File: config.mk
export PLATFORM = sky130hd
export DESIGN_NAME = radio_channel_frame_decoder
export DESIGN_NICKNAME = d
export VERILOG_FILES = /design/src/design/rcfd_pkg.sv /design/src/design/rcfd_ram.sv /design/src/design/rcfd_fifo.sv /design/src/design/rcfd_front.sv /design/src/design/rcfd_back.sv /design/src/design/radio_channel_frame_decoder.sv
export VERILOG_INCLUDE_DIRS = /design/src /design/src/design
export SDC_FILE = /design/constraint.sdc
export NUM_CORES = 1
export LEC_CHECK = 0
export BUFFER_PORTS_ARGS = -buffer_cell sky130_fd_sc_hd__buf_2
export CAP_MARGIN = 20
export CORE_UTILIZATION = 53
export CTS_CLUSTER_DIAMETER = 150
export DETAILED_ROUTE_END_ITERATION = 10
export GPL_ROUTABILITY_DRIVEN = 0
export PLACE_DENSITY_LB_ADDON = 0.12
export SLEW_MARGIN = 20
export SYNTH_ARGS = -nofsm -noshare
export SYNTH_HDL_FRONTEND = slang
export SYNTH_HIERARCHICAL = 1
export SYNTH_SLANG_ARGS = --single-unit
File: constraint.sdc
create_clock -name clk -period 6.9 [get_ports clk]
set_input_delay 1.38 -clock clk [delete_from_list [all_inputs] [get_ports clk]]
set_output_delay 1.38 -clock clk [all_outputs]
set_load 0.005 [all_outputs]
File: src/design/radio_channel_frame_decoder_defines.svh
// ---------------------------------------------------------------------------
// Assertion macros for the radio channel frame decoder
// Used by the design files that carry concurrent checks.
// ---------------------------------------------------------------------------
`ifndef RADIO_CHANNEL_FRAME_DECODER_DEFINES_SVH
`define RADIO_CHANNEL_FRAME_DECODER_DEFINES_SVH

// Same-cycle implication, checked at every clock edge out of reset.
`define RCFD_ASSERT_IMPLY(label, ante, cons, msg) \
  label: assert property (@(posedge clk) disable iff (!rst_n) (ante) |-> (cons)) \
    else $error(msg);

// Next-cycle implication, checked at every clock edge out of reset.
`define RCFD_ASSERT_NEXT(label, ante, cons, msg) \
  label: assert property (@(posedge clk) disable iff (!rst_n) (ante) |=> (cons)) \
    else $error(msg);

`endif

File: src/design/rcfd_pkg.sv
// ---------------------------------------------------------------------------
// rcfd_pkg
// Types, constants and the CRC step shared by the frame decoder modules.
// ---------------------------------------------------------------------------
`timescale 1ns / 1ps

package rcfd_pkg;

  localparam int          FRAME_LEN        = 27;
  localparam int          CRC_LAST_BYTE    = 24;
  localparam logic [7:0]  START_MARK       = 8'hA1;
  localparam logic [15:0] CRC_POLY         = 16'h1021;
  localparam logic [15:0] CRC_TOP          = 16'h8000;
  localparam logic [14:0] VALUE_OFFSET     = 15'd977;
  localparam logic [15:0] GAP_RESET        = 16'd3000;
  localparam int          NUM_CHANNELS_DEF = 12;

  localparam int CFG_IDX_W  = 2;
  localparam int CFG_DATA_W = 16;
  localparam logic [CFG_IDX_W-1:0] REG_GAP_LIMIT     = 2'd0;
  localparam logic [CFG_IDX_W-1:0] REG_CHANNEL_LIMIT = 2'd1;

  typedef enum logic {
    FUNC_TICK = 1'b0,
    FUNC_BYTE = 1'b1
  } func_t;

  typedef enum logic [1:0] {
    ST_CHANNEL     = 2'd0,
    ST_BAD_START   = 2'd1,
    ST_CRC_FAIL    = 2'd2,
    ST_NO_CHANNELS = 2'd3
  } status_t;

  // One completed frame handed from front to back. ST_CHANNEL marks a good frame.
  typedef struct packed {
    status_t     status;
    logic        bank;
    logic [31:0] frame_drops;
    logic [31:0] crc_drops;
  } desc_t;

  typedef struct packed {
    status_t     status;
    logic [3:0]  channel_index;
    logic [14:0] channel_value;
    logic        last;
    logic [31:0] frame_drops;
    logic [31:0] crc_drops;
  } result_t;

  // CRC-16 CCITT, MSB first, one byte.
  function automatic logic [15:0] crc_add(input logic [15:0] crc, input logic [7:0] b);
    logic [15:0] c;
    c = crc ^ {b, 8'h00};
    for (int i = 0; i < 8; i++) begin
      if ((c & CRC_TOP) != 16'h0000) begin
        c = {c[14:0], 1'b0} ^ CRC_POLY;
      end else begin
        c = {c[14:0], 1'b0};
      end
    end
    return c;
  endfunction

endpackage

File: src/design/rcfd_ram.sv
// ---------------------------------------------------------------------------
// rcfd_ram
// Generic single-write, single-read RAM with registered read data.
// ---------------------------------------------------------------------------
`timescale 1ns / 1ps

module rcfd_ram #(
  parameter int WIDTH = 16,
  parameter int DEPTH = 32
) (
  input  logic                     clk,
  input  logic                     we,
  input  logic [$clog2(DEPTH)-1:0] waddr,
  input  logic [WIDTH-1:0]         wdata,
  input  logic                     re,
  input  logic [$clog2(DEPTH)-1:0] raddr,
  output logic [WIDTH-1:0]         rdata
);

  logic [WIDTH-1:0] mem [DEPTH];
  logic [WIDTH-1:0] rdata_r;

  always_ff @(posedge clk) begin
    if (we) begin
      mem[waddr] <= wdata;
    end
    if (re) begin
      rdata_r <= mem[raddr];
    end
  end

  assign rdata = rdata_r;

endmodule

File: src/design/rcfd_fifo.sv
// ---------------------------------------------------------------------------
// rcfd_fifo
// Two-entry queue of completed frame descriptors between front and back.
// ---------------------------------------------------------------------------
`timescale 1ns / 1ps
`include "radio_channel_frame_decoder_defines.svh"

module rcfd_fifo (
  input  logic            clk,
  input  logic            rst_n,
  input  logic            push,
  input  rcfd_pkg::desc_t push_desc,
  input  logic            pop,
  output logic            empty,
  output logic            full,
  output rcfd_pkg::desc_t head
);

  rcfd_pkg::desc_t entry_r [2];
  logic            wr_ptr_r, wr_ptr_nxt;
  logic            rd_ptr_r, rd_ptr_nxt;
  logic [1:0]      count_r, count_nxt;

  assign empty = (count_r == 2'd0);
  assign full  = (count_r == 2'd2);
  assign head  = entry_r[rd_ptr_r];

  always_comb begin
    wr_ptr_nxt = wr_ptr_r ^ push;
    rd_ptr_nxt = rd_ptr_r ^ pop;
    count_nxt  = count_r + {1'b0, push} - {1'b0, pop};
  end

  always_ff @(posedge clk) begin
    if (!rst_n) begin
      wr_ptr_r <= 1'b0;
      rd_ptr_r <= 1'b0;
      count_r  <= 2'd0;
    end else begin
      wr_ptr_r <= wr_ptr_nxt;
      rd_ptr_r <= rd_ptr_nxt;
      count_r  <= count_nxt;
    end
  end

  always_ff @(posedge clk) begin
    if (push) begin
      entry_r[wr_ptr_r] <= push_desc;
    end
  end

  `RCFD_ASSERT_IMPLY(a_fifo_no_overflow, push, !full, "frame queue overflow")
  `RCFD_ASSERT_IMPLY(a_fifo_no_underflow, pop, !empty, "frame queue underflow")

endmodule

File: src/design/rcfd_front.sv
// ---------------------------------------------------------------------------
// rcfd_front
// Takes ticks and bytes, tracks gaps, CRC and frame position, stores
// channel words and queues one descriptor per completed frame.
// ---------------------------------------------------------------------------
`timescale 1ns / 1ps
`include "radio_channel_frame_decoder_defines.svh"

module rcfd_front #(
  parameter int NUM_CHANNELS = rcfd_pkg::NUM_CHANNELS_DEF,
  localparam int IDXW = (NUM_CHANNELS > 1) ? $clog2(NUM_CHANNELS) : 1
) (
  input  logic                clk,
  input  logic                rst_n,
  input  logic                in_valid,
  input  rcfd_pkg::func_t     in_func,
  input  logic [7:0]          in_byte,
  output logic                in_ready,
  input  logic [15:0]         gap_limit,
  output logic                push,
  output rcfd_pkg::desc_t     push_desc,
  output logic                ram_we,
  output logic [IDXW:0]       ram_waddr,
  output logic [15:0]         ram_wdata,
  input  logic                frame_done
);

  logic [15:0] idle_r, idle_nxt;
  logic [4:0]  pos_r, pos_nxt;
  logic [15:0] crc_r, crc_nxt;
  logic        start_ok_r, start_ok_nxt;
  logic [7:0]  hi_r, hi_nxt;
  logic        bank_r, bank_nxt;
  logic [31:0] fdrops_r, fdrops_nxt;
  logic [31:0] cdrops_r, cdrops_nxt;
  logic [1:0]  pending_r, pending_nxt;

  logic        is_byte, is_tick, gap_drop, frame_end, bad_start, crc_bad;
  logic [4:0]  pos_eff;
  logic [15:0] crc_base, crc_new;
  logic [3:0]  widx;

  // At most two frames in flight: one per RAM bank.
  assign in_ready = (pending_r < 2'd2);

  always_comb begin
    is_byte   = in_valid && in_ready && (in_func == rcfd_pkg::FUNC_BYTE);
    is_tick   = in_valid && in_ready && (in_func == rcfd_pkg::FUNC_TICK);
    gap_drop  = is_byte && (idle_r > gap_limit) && (pos_r != 5'd0);
    pos_eff   = gap_drop ? 5'd0 : pos_r;
    crc_base  = (pos_eff == 5'd0) ? 16'h0000 : crc_r;
    crc_new   = rcfd_pkg::crc_add(crc_base, in_byte);
    frame_end = is_byte && (pos_eff == 5'(rcfd_pkg::FRAME_LEN - 1));
    bad_start = !start_ok_r;
    crc_bad   = (crc_r != {hi_r, in_byte});
    widx      = pos_eff[4:1] - 4'd1;

    ram_we    = is_byte && !pos_eff[0] && (pos_eff >= 5'd2)
                && (pos_eff <= 5'(rcfd_pkg::CRC_LAST_BYTE))
                && (widx < 4'(NUM_CHANNELS));
    ram_waddr = {bank_r, widx[IDXW-1:0]};
    ram_wdata = {hi_r, in_byte};

    idle_nxt     = idle_r;
    pos_nxt      = pos_r;
    crc_nxt      = crc_r;
    start_ok_nxt = start_ok_r;
    hi_nxt       = hi_r;
    bank_nxt     = bank_r;
    fdrops_nxt   = fdrops_r;
    cdrops_nxt   = cdrops_r;

    if (is_tick && (idle_r != 16'hFFFF)) begin
      idle_nxt = idle_r + 16'd1;
    end

    if (is_byte) begin
      idle_nxt = 16'd0;
      pos_nxt  = frame_end ? 5'd0 : pos_eff + 5'd1;
      if (pos_eff <= 5'(rcfd_pkg::CRC_LAST_BYTE)) begin
        crc_nxt = crc_new;
      end
      if (pos_eff == 5'd0) begin
        start_ok_nxt = (in_byte == rcfd_pkg::START_MARK);
      end
      // high byte of a channel word, or the high CRC byte
      if (pos_eff[0]) begin
        hi_nxt = in_byte;
      end
      if (gap_drop) begin
        fdrops_nxt = fdrops_r + 32'd1;
      end
    end

    push_desc.bank = bank_r;
    push_desc.status = rcfd_pkg::ST_CHANNEL;
    if (frame_end) begin
      bank_nxt = !bank_r;
      if (bad_start) begin
        push_desc.status = rcfd_pkg::ST_BAD_START;
        fdrops_nxt = fdrops_r + 32'd1;
      end else if (crc_bad) begin
        push_desc.status = rcfd_pkg::ST_CRC_FAIL;
        cdrops_nxt = cdrops_r + 32'd1;
      end
    end
    push_desc.frame_drops = fdrops_nxt;
    push_desc.crc_drops   = cdrops_nxt;
    push = frame_end;

    pending_nxt = pending_r + {1'b0, frame_end} - {1'b0, frame_done};
  end

  always_ff @(posedge clk) begin
    if (!rst_n) begin
      idle_r     <= 16'd0;
      pos_r      <= 5'd0;
      crc_r      <= 16'd0;
      bank_r     <= 1'b0;
      fdrops_r   <= 32'd0;
      cdrops_r   <= 32'd0;
      pending_r  <= 2'd0;
    end else begin
      idle_r     <= idle_nxt;
      pos_r      <= pos_nxt;
      crc_r      <= crc_nxt;
      bank_r     <= bank_nxt;
      fdrops_r   <= fdrops_nxt;
      cdrops_r   <= cdrops_nxt;
      pending_r  <= pending_nxt;
    end
  end

  always_ff @(posedge clk) begin
    start_ok_r <= start_ok_nxt;
    hi_r       <= hi_nxt;
  end

  `RCFD_ASSERT_IMPLY(a_pending_range, 1'b1, pending_r <= 2'd2, "frames in flight above two")
  `RCFD_ASSERT_NEXT(a_restart_after_end, push, pos_r == 5'd0, "frame position not cleared")

endmodule

File: src/design/rcfd_back.sv
// ---------------------------------------------------------------------------
// rcfd_back
// Pops frame descriptors and emits the result transfers for each frame.
// ---------------------------------------------------------------------------
`timescale 1ns / 1ps
`include "radio_channel_frame_decoder_defines.svh"

module rcfd_back #(
  parameter int NUM_CHANNELS = rcfd_pkg::NUM_CHANNELS_DEF,
  localparam int IDXW = (NUM_CHANNELS > 1) ? $clog2(NUM_CHANNELS) : 1
) (
  input  logic                clk,
  input  logic                rst_n,
  input  logic                q_empty,
  input  rcfd_pkg::desc_t     q_head,
  output logic                q_pop,
  input  logic [3:0]          channel_limit,
  output logic                ram_re,
  output logic [IDXW:0]       ram_raddr,
  input  logic [15:0]         ram_rdata,
  output logic                out_valid,
  input  logic                out_ready,
  output rcfd_pkg::result_t   out_res,
  output logic                frame_done
);

  typedef enum logic [1:0] {
    S_IDLE,
    S_SINGLE,
    S_FETCH,
    S_EMIT
  } state_t;

  state_t            state_r, state_nxt;
  rcfd_pkg::desc_t   desc_r, desc_nxt;
  logic [3:0]        ch_r, ch_nxt;
  logic [3:0]        n_r, n_nxt;
  logic              out_valid_r, out_valid_nxt;
  rcfd_pkg::result_t res_r, res_nxt;

  logic              out_free, load;
  logic [3:0]        n_lim;

  assign out_free  = !out_valid_r || out_ready;
  assign n_lim     = (channel_limit > 4'(NUM_CHANNELS)) ? 4'(NUM_CHANNELS) : channel_limit;
  assign ram_raddr = {desc_r.bank, ch_r[IDXW-1:0]};
  assign out_valid = out_valid_r;
  assign out_res   = res_r;

  always_comb begin
    state_nxt = state_r;
    desc_nxt  = desc_r;
    ch_nxt    = ch_r;
    n_nxt     = n_r;
    res_nxt   = res_r;
    load      = 1'b0;
    q_pop     = 1'b0;
    ram_re    = 1'b0;

    unique case (state_r)
      S_IDLE: begin
        if (!q_empty) begin
          q_pop    = 1'b1;
          desc_nxt = q_head;
          ch_nxt   = 4'd0;
          n_nxt    = n_lim;
          if (q_head.status == rcfd_pkg::ST_CHANNEL && n_lim != 4'd0) begin
            state_nxt = S_FETCH;
          end else begin
            state_nxt = S_SINGLE;
            if (q_head.status == rcfd_pkg::ST_CHANNEL) begin
              desc_nxt.status = rcfd_pkg::ST_NO_CHANNELS;
            end
          end
        end
      end
      S_SINGLE: begin
        if (out_free) begin
          load                  = 1'b1;
          res_nxt.status        = desc_r.status;
          res_nxt.channel_index = 4'd0;
          res_nxt.channel_value = 15'd0;
          res_nxt.last          = 1'b1;
          res_nxt.frame_drops   = desc_r.frame_drops;
          res_nxt.crc_drops     = desc_r.crc_drops;
          state_nxt             = S_IDLE;
        end
      end
      S_FETCH: begin
        ram_re    = 1'b1;
        state_nxt = S_EMIT;
      end
      S_EMIT: begin
        if (out_free) begin
          load                  = 1'b1;
          res_nxt.status        = rcfd_pkg::ST_CHANNEL;
          res_nxt.channel_index = ch_r;
          res_nxt.channel_value = {1'b0, ram_rdata[15:2]} + rcfd_pkg::VALUE_OFFSET;
          res_nxt.last          = (ch_r + 4'd1 == n_r);
          res_nxt.frame_drops   = desc_r.frame_drops;
          res_nxt.crc_drops     = desc_r.crc_drops;
          ch_nxt                = ch_r + 4'd1;
          state_nxt             = (ch_r + 4'd1 == n_r) ? S_IDLE : S_FETCH;
        end
      end
      default: begin
        state_nxt = S_IDLE;
      end
    endcase

    frame_done    = load && res_nxt.last;
    out_valid_nxt = load ? 1'b1 : (out_ready ? 1'b0 : out_valid_r);
  end

  always_ff @(posedge clk) begin
    if (!rst_n) begin
      state_r     <= S_IDLE;
      out_valid_r <= 1'b0;
    end else begin
      state_r     <= state_nxt;
      out_valid_r <= out_valid_nxt;
    end
    desc_r <= desc_nxt;
    ch_r   <= ch_nxt;
    n_r    <= n_nxt;
    res_r  <= res_nxt;
  end

  `RCFD_ASSERT_IMPLY(a_non_channel_zero,
    out_valid_r && res_r.status != rcfd_pkg::ST_CHANNEL,
    res_r.channel_index == 4'd0 && res_r.channel_value == 15'd0 && res_r.last,
    "non-channel result carries channel data")
  `RCFD_ASSERT_NEXT(a_done_to_idle, frame_done, state_r == S_IDLE,
    "back end busy after last result")

endmodule

File: src/design/radio_channel_frame_decoder.sv
// Sequence: the final byte of a frame is queued in the cycle it is taken; the back end
// then pops it and presents one result (single-result frames), or, for channel frames,
// reads the RAM and then loads each channel result in turn (RAM read + load).
// Throughput: one tick or byte per cycle while fewer than two frames are in flight.
// Reset (rst_n low, synchronous): counters, gap timer and queue clear; registers
// take gap_limit 3000 and channel_limit NUM_CHANNELS.
// ---------------------------------------------------------------------------
// radio_channel_frame_decoder
// Receiver frame decoder: gap framing, start byte and CRC-16 check, channel
// value extraction.
// ---------------------------------------------------------------------------
`timescale 1ns / 1ps

module radio_channel_frame_decoder #(
  parameter int NUM_CHANNELS = rcfd_pkg::NUM_CHANNELS_DEF
) (
  input  logic                               clk,
  input  logic                               rst_n,
  // input stream
  input  logic                               in_tvalid,
  output logic                               in_tready,
  input  logic [7:0]                         in_tdata,  // [7:0] rx_byte
  input  logic                               in_tuser,  // [0] func (0 tick, 1 byte)
  // result stream
  output logic                               out_tvalid,
  input  logic                               out_tready,
  // [3:0] channel_index, [18:4] channel_value, [50:19] frame_drop_count,
  // [82:51] crc_drop_count, [87:83] zero
  output logic [87:0]                        out_tdata,
  output logic [1:0]                         out_tuser, // [1:0] status
  output logic                               out_tlast, // last result of the frame
  // configuration writes
  input  logic                               cfg_valid,
  output logic                               cfg_ready,
  input  logic [rcfd_pkg::CFG_IDX_W-1:0]     cfg_index,
  input  logic [rcfd_pkg::CFG_DATA_W-1:0]    cfg_data
);

  localparam int IDXW = (NUM_CHANNELS > 1) ? $clog2(NUM_CHANNELS) : 1;

  // Configuration registers. Issue writes only while the block is idle; the block does not enforce this.
  logic [15:0] gap_limit_r, gap_limit_nxt;
  logic [3:0]  ch_limit_r, ch_limit_nxt;

  assign cfg_ready = 1'b1;

  always_comb begin
    gap_limit_nxt = gap_limit_r;
    ch_limit_nxt  = ch_limit_r;
    if (cfg_valid) begin
      unique case (cfg_index)
        rcfd_pkg::REG_GAP_LIMIT:     gap_limit_nxt = cfg_data[15:0];
        rcfd_pkg::REG_CHANNEL_LIMIT: ch_limit_nxt  = cfg_data[3:0];
        default: ;  // unused index: write ignored
      endcase
    end
  end

  always_ff @(posedge clk) begin
    if (!rst_n) begin
      gap_limit_r <= rcfd_pkg::GAP_RESET;
      ch_limit_r  <= 4'(NUM_CHANNELS);
    end else begin
      gap_limit_r <= gap_limit_nxt;
      ch_limit_r  <= ch_limit_nxt;
    end
  end

  // Front/back link
  logic              push, pop, q_empty, q_full, frame_done;
  rcfd_pkg::desc_t   push_desc, q_head;

  // Channel word RAM: two banks of 2**IDXW words (NUM_CHANNELS used), bank picked per frame so
  // the front can collect the next frame while the back still reads the last.
  logic              ram_we, ram_re;
  logic [IDXW:0]     ram_waddr, ram_raddr;
  logic [15:0]       ram_wdata, ram_rdata;

  rcfd_pkg::result_t res;

  rcfd_front #(
    .NUM_CHANNELS (NUM_CHANNELS)
  ) u_front (
    .clk        (clk),
    .rst_n      (rst_n),
    .in_valid   (in_tvalid),
    .in_func    (rcfd_pkg::func_t'(in_tuser)),
    .in_byte    (in_tdata),
    .in_ready   (in_tready),
    .gap_limit  (gap_limit_r),
    .push       (push),
    .push_desc  (push_desc),
    .ram_we     (ram_we),
    .ram_waddr  (ram_waddr),
    .ram_wdata  (ram_wdata),
    .frame_done (frame_done)
  );

  rcfd_fifo u_fifo (
    .clk       (clk),
    .rst_n     (rst_n),
    .push      (push),
    .push_desc (push_desc),
    .pop       (pop),
    .empty     (q_empty),
    .full      (q_full),
    .head      (q_head)
  );

  rcfd_ram #(
    .WIDTH (16),
    .DEPTH (2 ** (IDXW + 1))
  ) u_ram (
    .clk   (clk),
    .we    (ram_we),
    .waddr (ram_waddr),
    .wdata (ram_wdata),
    .re    (ram_re),
    .raddr (ram_raddr),
    .rdata (ram_rdata)
  );

  rcfd_back #(
    .NUM_CHANNELS (NUM_CHANNELS)
  ) u_back (
    .clk           (clk),
    .rst_n         (rst_n),
    .q_empty       (q_empty),
    .q_head        (q_head),
    .q_pop         (pop),
    .channel_limit (ch_limit_r),
    .ram_re        (ram_re),
    .ram_raddr     (ram_raddr),
    .ram_rdata     (ram_rdata),
    .out_valid     (out_tvalid),
    .out_ready     (out_tready),
    .out_res       (res),
    .frame_done    (frame_done)
  );

  // Result packing
  assign out_tuser = res.status;
  assign out_tlast = res.last;
  assign out_tdata = {5'd0, res.crc_drops, res.frame_drops,
                      res.channel_value, res.channel_index};

  // q_full is covered by the in-flight limit in the front; kept for the queue check.
  logic unused_q_full;
  assign unused_q_full = q_full;

endmodule

==> results of run 1 <==
[worst min-delay path, cell delays in order (launching register included)]
cell and delay (ps):
dfxtp_1 310, nand2_1 50, mux2i_1 50
[metal layers]
metal  up-vias  part of all wire, %
li1       9469                    -
met1     10300                   44
met2       485                   48
met3        85                  5.1
met4         0                  1.9
met5         -                    0
[state kept, by name, summed over array words and instances (netlist names), 2 cells and up, named ones only]
register and flops:
u_front/fdrops_r 32, u_fifo/entry_r 134, u_front/crc_r 16, u_fifo/count_r 2
u_front/cdrops_r 32, u_back/n_r 4, u_back/ch_r 4, u_ram/mem 448
u_front/pending_r 2, u_front/idle_r 16, gap_limit_r 16, u_front/hi_r 8
u_back/desc_r 66, u_back/out_res 86, u_ram/rdata 14, ch_limit_r 4
u_front/pos_r 5, u_back/state_r 2
[stage by stage]
stage	hold slack (ps)	cell area (sq um)
detailed placement	451	38200
global route	484	41200
global placement	451	38100
floorplan	435	36900
CTS	462	41200
finish	459	41200
[cell usage in the layout (no fill, tap or decap), types with 13 or more instances in the layout]
cell / n
nand2_1: 128
clkbuf_16: 93
mux2_4: 30
o21ai_0: 21
or3_1: 18
o2111ai_1: 15
and3_1: 91
o211ai_1: 19
mux2_2: 39
a22o_1: 28
clkbuf_1: 19
nor2_2: 13
and2_1: 71
buf_2: 119
ha_1: 28
xor2_1: 59
nand4_1: 46
nand3_1: 64
nor3_1: 29
nor2_1: 75
a22oi_1: 56
dfxtp_1: 131
mux2i_1: 240
buf_4: 47
xnor2_1: 75
edfxtp_1: 765
a21oi_1: 66
inv_1: 46
a31oi_1: 16
[final timing paths]
path | cells past startpoint | from | slack [ps] | end
max | 11 | in_tuser | 1880 | u_fifo/entry_r[0][19]
min | 2 | gap_limit_r[10] | 460 | gap_limit_r[10]
max reg2reg | 13 | u_front/idle_r[11] | 2020 | u_fifo/entry_r[0][19]
min reg2reg | 2 | gap_limit_r[10] | 460 | gap_limit_r[10]
[final cells by class]
type,count,area share (%)
Antenna cell,1,0.00607
Clock buffer,122,6.15
Clock inverter,42,1.24
Inverter,49,0.452
Multi-Input combinational cell,1353,24.7
Sequential cell,898,62.2
Tap cell,931,2.83
Timing Repair Buffer,169,2.45
[report_power, final]
| part | switching, mW | leakage, nW | internal (mW) |
|---|---|---|---|
| Sequential | 0.0157 | 8.37 | 5.84 |
| Combinational | 0.110 | 6.51 | 0.0532 |
| Clock | 2.00 | 1.48 | 2.96 |
==> reports/metrics.cfg, run 1 <==
[placed_design]
dp.cells=3399
dp_hpwl_um=46400
pre_cts_slack_ps=1290
numPortBuffers=119

[worst_setup_path]
slowest_stage=a2111oi_4
critPathKind=in2reg
path_cells=buf_2, nand3_1, nor2_1, nand2_1, nand2_1, ha_1, nand4b_1, a2111oi_4, nand4_1, o21ai_0, nand2_1
cp-end-kind=flop
start_kind=primary input
cpMostUsedCell=nand2_1
crit_arrival_ps=5400
cp_slowest_stage_delay_ps=890
critical-path-top-delay-family=simple AND/OR/NAND/NOR gates
crit_buf_inv=1
required_ps=7280
crit_fanout=13

[timing]
finalMaxSlewViolations=0
relSlewSlack_pct=28.2
setup_viol=0
layout_min_cycle_time_ps=5020
worstMarginPinSlew_ps=1080
finalCritPeriodShare_pct=72.7
finClkSkew_ps=19.4
hold_viol=0
fmax_ghz=0.199
setup_ws_ps=1880
setup-tns-final_ps=0
rsz0062_at_grt=no

[detailed_routing]
drt_iter0_markers=1564
vias=20300
via_per_inst=5.70
ant_nets=0
postRouteWirelength_um=78800
drc=0
wire_per_inst_um=22.1
firstDrtPassIters=5

[clocking]
hold_buffers=0
cts_htree_levels=3
clkTransAtPathRegs_ps=60
cts_resized=0
cts_made_buffers=90
root_buffer=clkbuf_16
insertion_delay_ps=640
cts_tree=done
post_cts_buffers=0
cts_sinks=898
clock_path_buffers=3

[logic_synthesis]
synth_area_sq_um=36800
syn-mean-instance-area_sq_um=15.0
synth.yosys.warnings=6
netlist_instances=2451

[grt]
grt_max_degree=119
overflow=0
antenna_found_initial=1
grt.total_usage_pct=22.5
grt_use_met2_pct=37.0
busiest_layer=met2
use_met1_pct=31.0
grt_pass1_wl_um=120000
grt_use_met3_pct=3.68
grt_pass1_vias=20300

[floorplanning]
fp.dieW_um=266
coreArea_sq_um=68700
num_rows=96
die_y_um=266
die_area_sq_um=70600
io_pins=126
start_util_pct=53.6

[final_layout]
fin_nets=2623
drive_above_1_share_pct=15.9
post_layout_nonfiller_instances=3565
utilization_pct=60.0
seq_area_sq_um=25600
fillCellCount=5248
area_growth_pct=11.9
multiInputGateArea_sq_um=10200

[power]
ir_drop_mv=0.156
p_total_mw=11.0
cellLeakagePower_nw=16.4
powerDensity_nw_per_um2=266

[status]
status=completed

[flow_run]
cap_violations=0

[hold_path]
hp-class=reg2reg

Note: power is estimated with default switching activity, not from simulation.
==> inputs of run 2 (changes only) <==
==> constraint.sdc (replaced) <==
create_clock -name clk -period 4.92 [get_ports clk]
set_input_delay 0.984 -clock clk [delete_from_list [all_inputs] [get_ports clk]]
set_output_delay 0.984 -clock clk [all_outputs]
set_load 0.005 [all_outputs]
==> run 2 against run 1 <==
Net effect:
- clock-buffer cell count decreased by 4
- first-iteration DRC count decreased by 0.77%
- via count increased by 0.60%
- wire length increased by 0.60%
- sequential power increased by 40%
- non-clock buffer count increased by 31
- worst setup slack got worse by 1500 ps
- flip-flop and latch count unchanged
- clock skew increased by 2.1 ps
- hold slack improved by 1.8 ps
==> reports/metrics.cfg, run 2 (synthesis gave the netlist of run 1 again) <==
[status]
status=completed

[final_layout]
top_register=u_ram/mem
fillCellCount=5251  ; +0.057%
fin_nets=2655  ; +1.2%
mostFrequentLayoutCell=edfxtp_1
antenna_cells=0  ; -1
mostFrequentLayoutCells=765 x edfxtp_1, 240 x mux2i_1, 131 x dfxtp_1
finalInstanceArea_sq_um=41500  ; +0.76%
largest_register_ffs=448  ; unchanged
drive_above_1_share_pct=16.3  ; +0.43 points
area_growth_pct=12.7

[worst_setup_path]
crit_arrival_ps=4850  ; -550 ps
required_ps=5280  ; -2000 ps
rr_worst_depth=16  ; +3
crit_fanout=19  ; +6
critPathKind=reg2reg
start_kind=flop
cp-end-kind=flop

[clocking]
root_buffer=clkbuf_16
clock_path_buffers=3  ; unchanged
cts_tree=done
cts_made_buffers=91  ; +1.1%
clkTransAtPathRegs_ps=60  ; about the same
cts_sinks=898  ; unchanged
hold_buffers=0  ; unchanged
insertion_delay_ps=640  ; about the same
cts_htree_levels=3  ; unchanged

[power]
seqPwrFrac_pct=52.8  ; -0.6 points
cellLeakagePower_nw=14.7  ; -10%
combPwrFrac_pct=1.5  ; about the same
clkPwrFrac_pct=45.7  ; +0.6 points
power.switching_fraction_pct=19.1  ; -0.25 points
ir_drop_mv=0.369  ; +140%
p_int_mw=12.6  ; +42%
power_switching_mw=2.98  ; +40%
powerDensity_nw_per_um2=375  ; +41%

[grt]
grt_max_degree=76  ; -36%
overflow=0  ; unchanged
antenna_found_initial=0  ; -1
grt_pass1_wl_um=121000  ; +1.0%
grt.total_usage_pct=22.7  ; +0.20 points
grt_pass1_vias=20500  ; +0.94%

[placed_design]
place_area_sq_um=38400  ; +0.55%
numPortBuffers=119  ; unchanged
pre_cts_slack_ps=408  ; -884 ps
dp_hpwl_um=47500  ; +2.5%

[timing]
relSlewSlack_pct=35.7  ; +7.4 points
layout_min_cycle_time_ps=4490
hold_viol=0  ; unchanged
worstMarginPinSlew_ps=965  ; -111 ps
fmax_ghz=0.223
fin_hold_ws_ps=460  ; +1.81 ps
finalCritPeriodShare_pct=91.3
rsz0062_at_grt=no
finClkSkew_ps=21.5  ; +2.11 ps
setup_viol=0  ; unchanged
finalMaxSlewViolations=0  ; unchanged
setup-tns-final_ps=0  ; unchanged
setup_ws_ps=429  ; -1460 ps

[hold_path]
hp-class=reg2reg
min_delay_path_depth=2  ; unchanged

[detailed_routing]
vias=20400  ; +0.60%
postRouteWirelength_um=79300  ; +0.60%
firstDrtPassIters=5  ; unchanged
drt_iter0_markers=1552  ; -0.77%
drc=0  ; unchanged
wire_per_inst_um=22.0  ; -0.32%
ant_nets=0  ; unchanged
via_per_inst=5.68  ; -0.32%

[floorplanning]
start_util_pct=53.6  ; unchanged
num_rows=96  ; unchanged
coreArea_sq_um=68700  ; unchanged
io_pins=126  ; unchanged
die_area_sq_um=70600  ; unchanged
die_y_um=266  ; unchanged
fp.dieW_um=266  ; unchanged

[flow_run]
cap_violations=0  ; unchanged

## run 2: stage by stage
| stage | instances | total power, mW | util [%] |
|---|---|---|---|
| after CTS | 3594 | 15.7 | 60.4 |
| after global routing | 3598 | 16.0 | 60.4 |
| final | 3598 | 15.6 | 60.4 |
| after detailed placement | 3427 | 8.61 | 55.8 |
| after floorplan | 2455 | 8.53 | - |
| after global placement | 3425 | 8.60 | 55.8 |
## run 2: area by class of cell
class                           instances  area (sq um)  share of cell area [%]
Clock buffer                          118          2510                    6.05
Timing Repair Buffer                  200          1300                    3.12
Tap cell                              931          1160                    2.80
Multi-Input combinational cell       1353         10100                    24.4
Inverter                               49           186                   0.449
Clock inverter                         49           594                    1.43
Sequential cell                       898         25600                    61.7
## run 2: final timing paths
check	endpoint	slack [ps]	startpoint
setup / recovery	u_fifo/entry_r[0][19]	430	gap_limit_r[1]
hold / removal	gap_limit_r[15]	460	gap_limit_r[15]
setup reg to reg	u_fifo/entry_r[0][19]	430	gap_limit_r[1]
hold reg to reg	gap_limit_r[15]	460	gap_limit_r[15]
## run 2: power by group through the flow
stage / registers, mW / logic, mW / clock network [mW]
after floorplan: 8.37 / 0.154 / 0
after global placement: 8.38 / 0.220 / 0
after detailed placement: 8.38 / 0.228 / 0
after CTS: 8.22 / 0.230 / 7.26
after global routing: 8.22 / 0.252 / 7.57
final: 8.22 / 0.230 / 7.12
## run 2: timing repair
item | CTS | global route
setup endpoints to repair | 0 | 20
gates resized for setup | 0 | 0
buffers inserted | 0 | 2
## run 2: critical path: stages (launching register included)
cell	delay (ps)
dfxtp_1	320
inv_1	50
ha_1	290
nor2b_1	130
o211a_1	220
o21ai_1	290
nand3_1	270
nand2_1	330
nand2_1	200
inv_1	130
ha_1	160
nand4b_1	290
a2111oi_4	420
buf_4	310
nand4_1	300
o21ai_0	370
nand2_1	120
## run 2: per-layer routing
metal / up-vias / track usage (%) / wire length (um)
met1: 10300 / 31.5 / 35200
li1: 9525 / - / -
met3: 113 / 3.40 / 4230
met2: 523 / 37.1 / 38000
met4: 0 / 6.77 / 1820
met5: - / 0 / 0
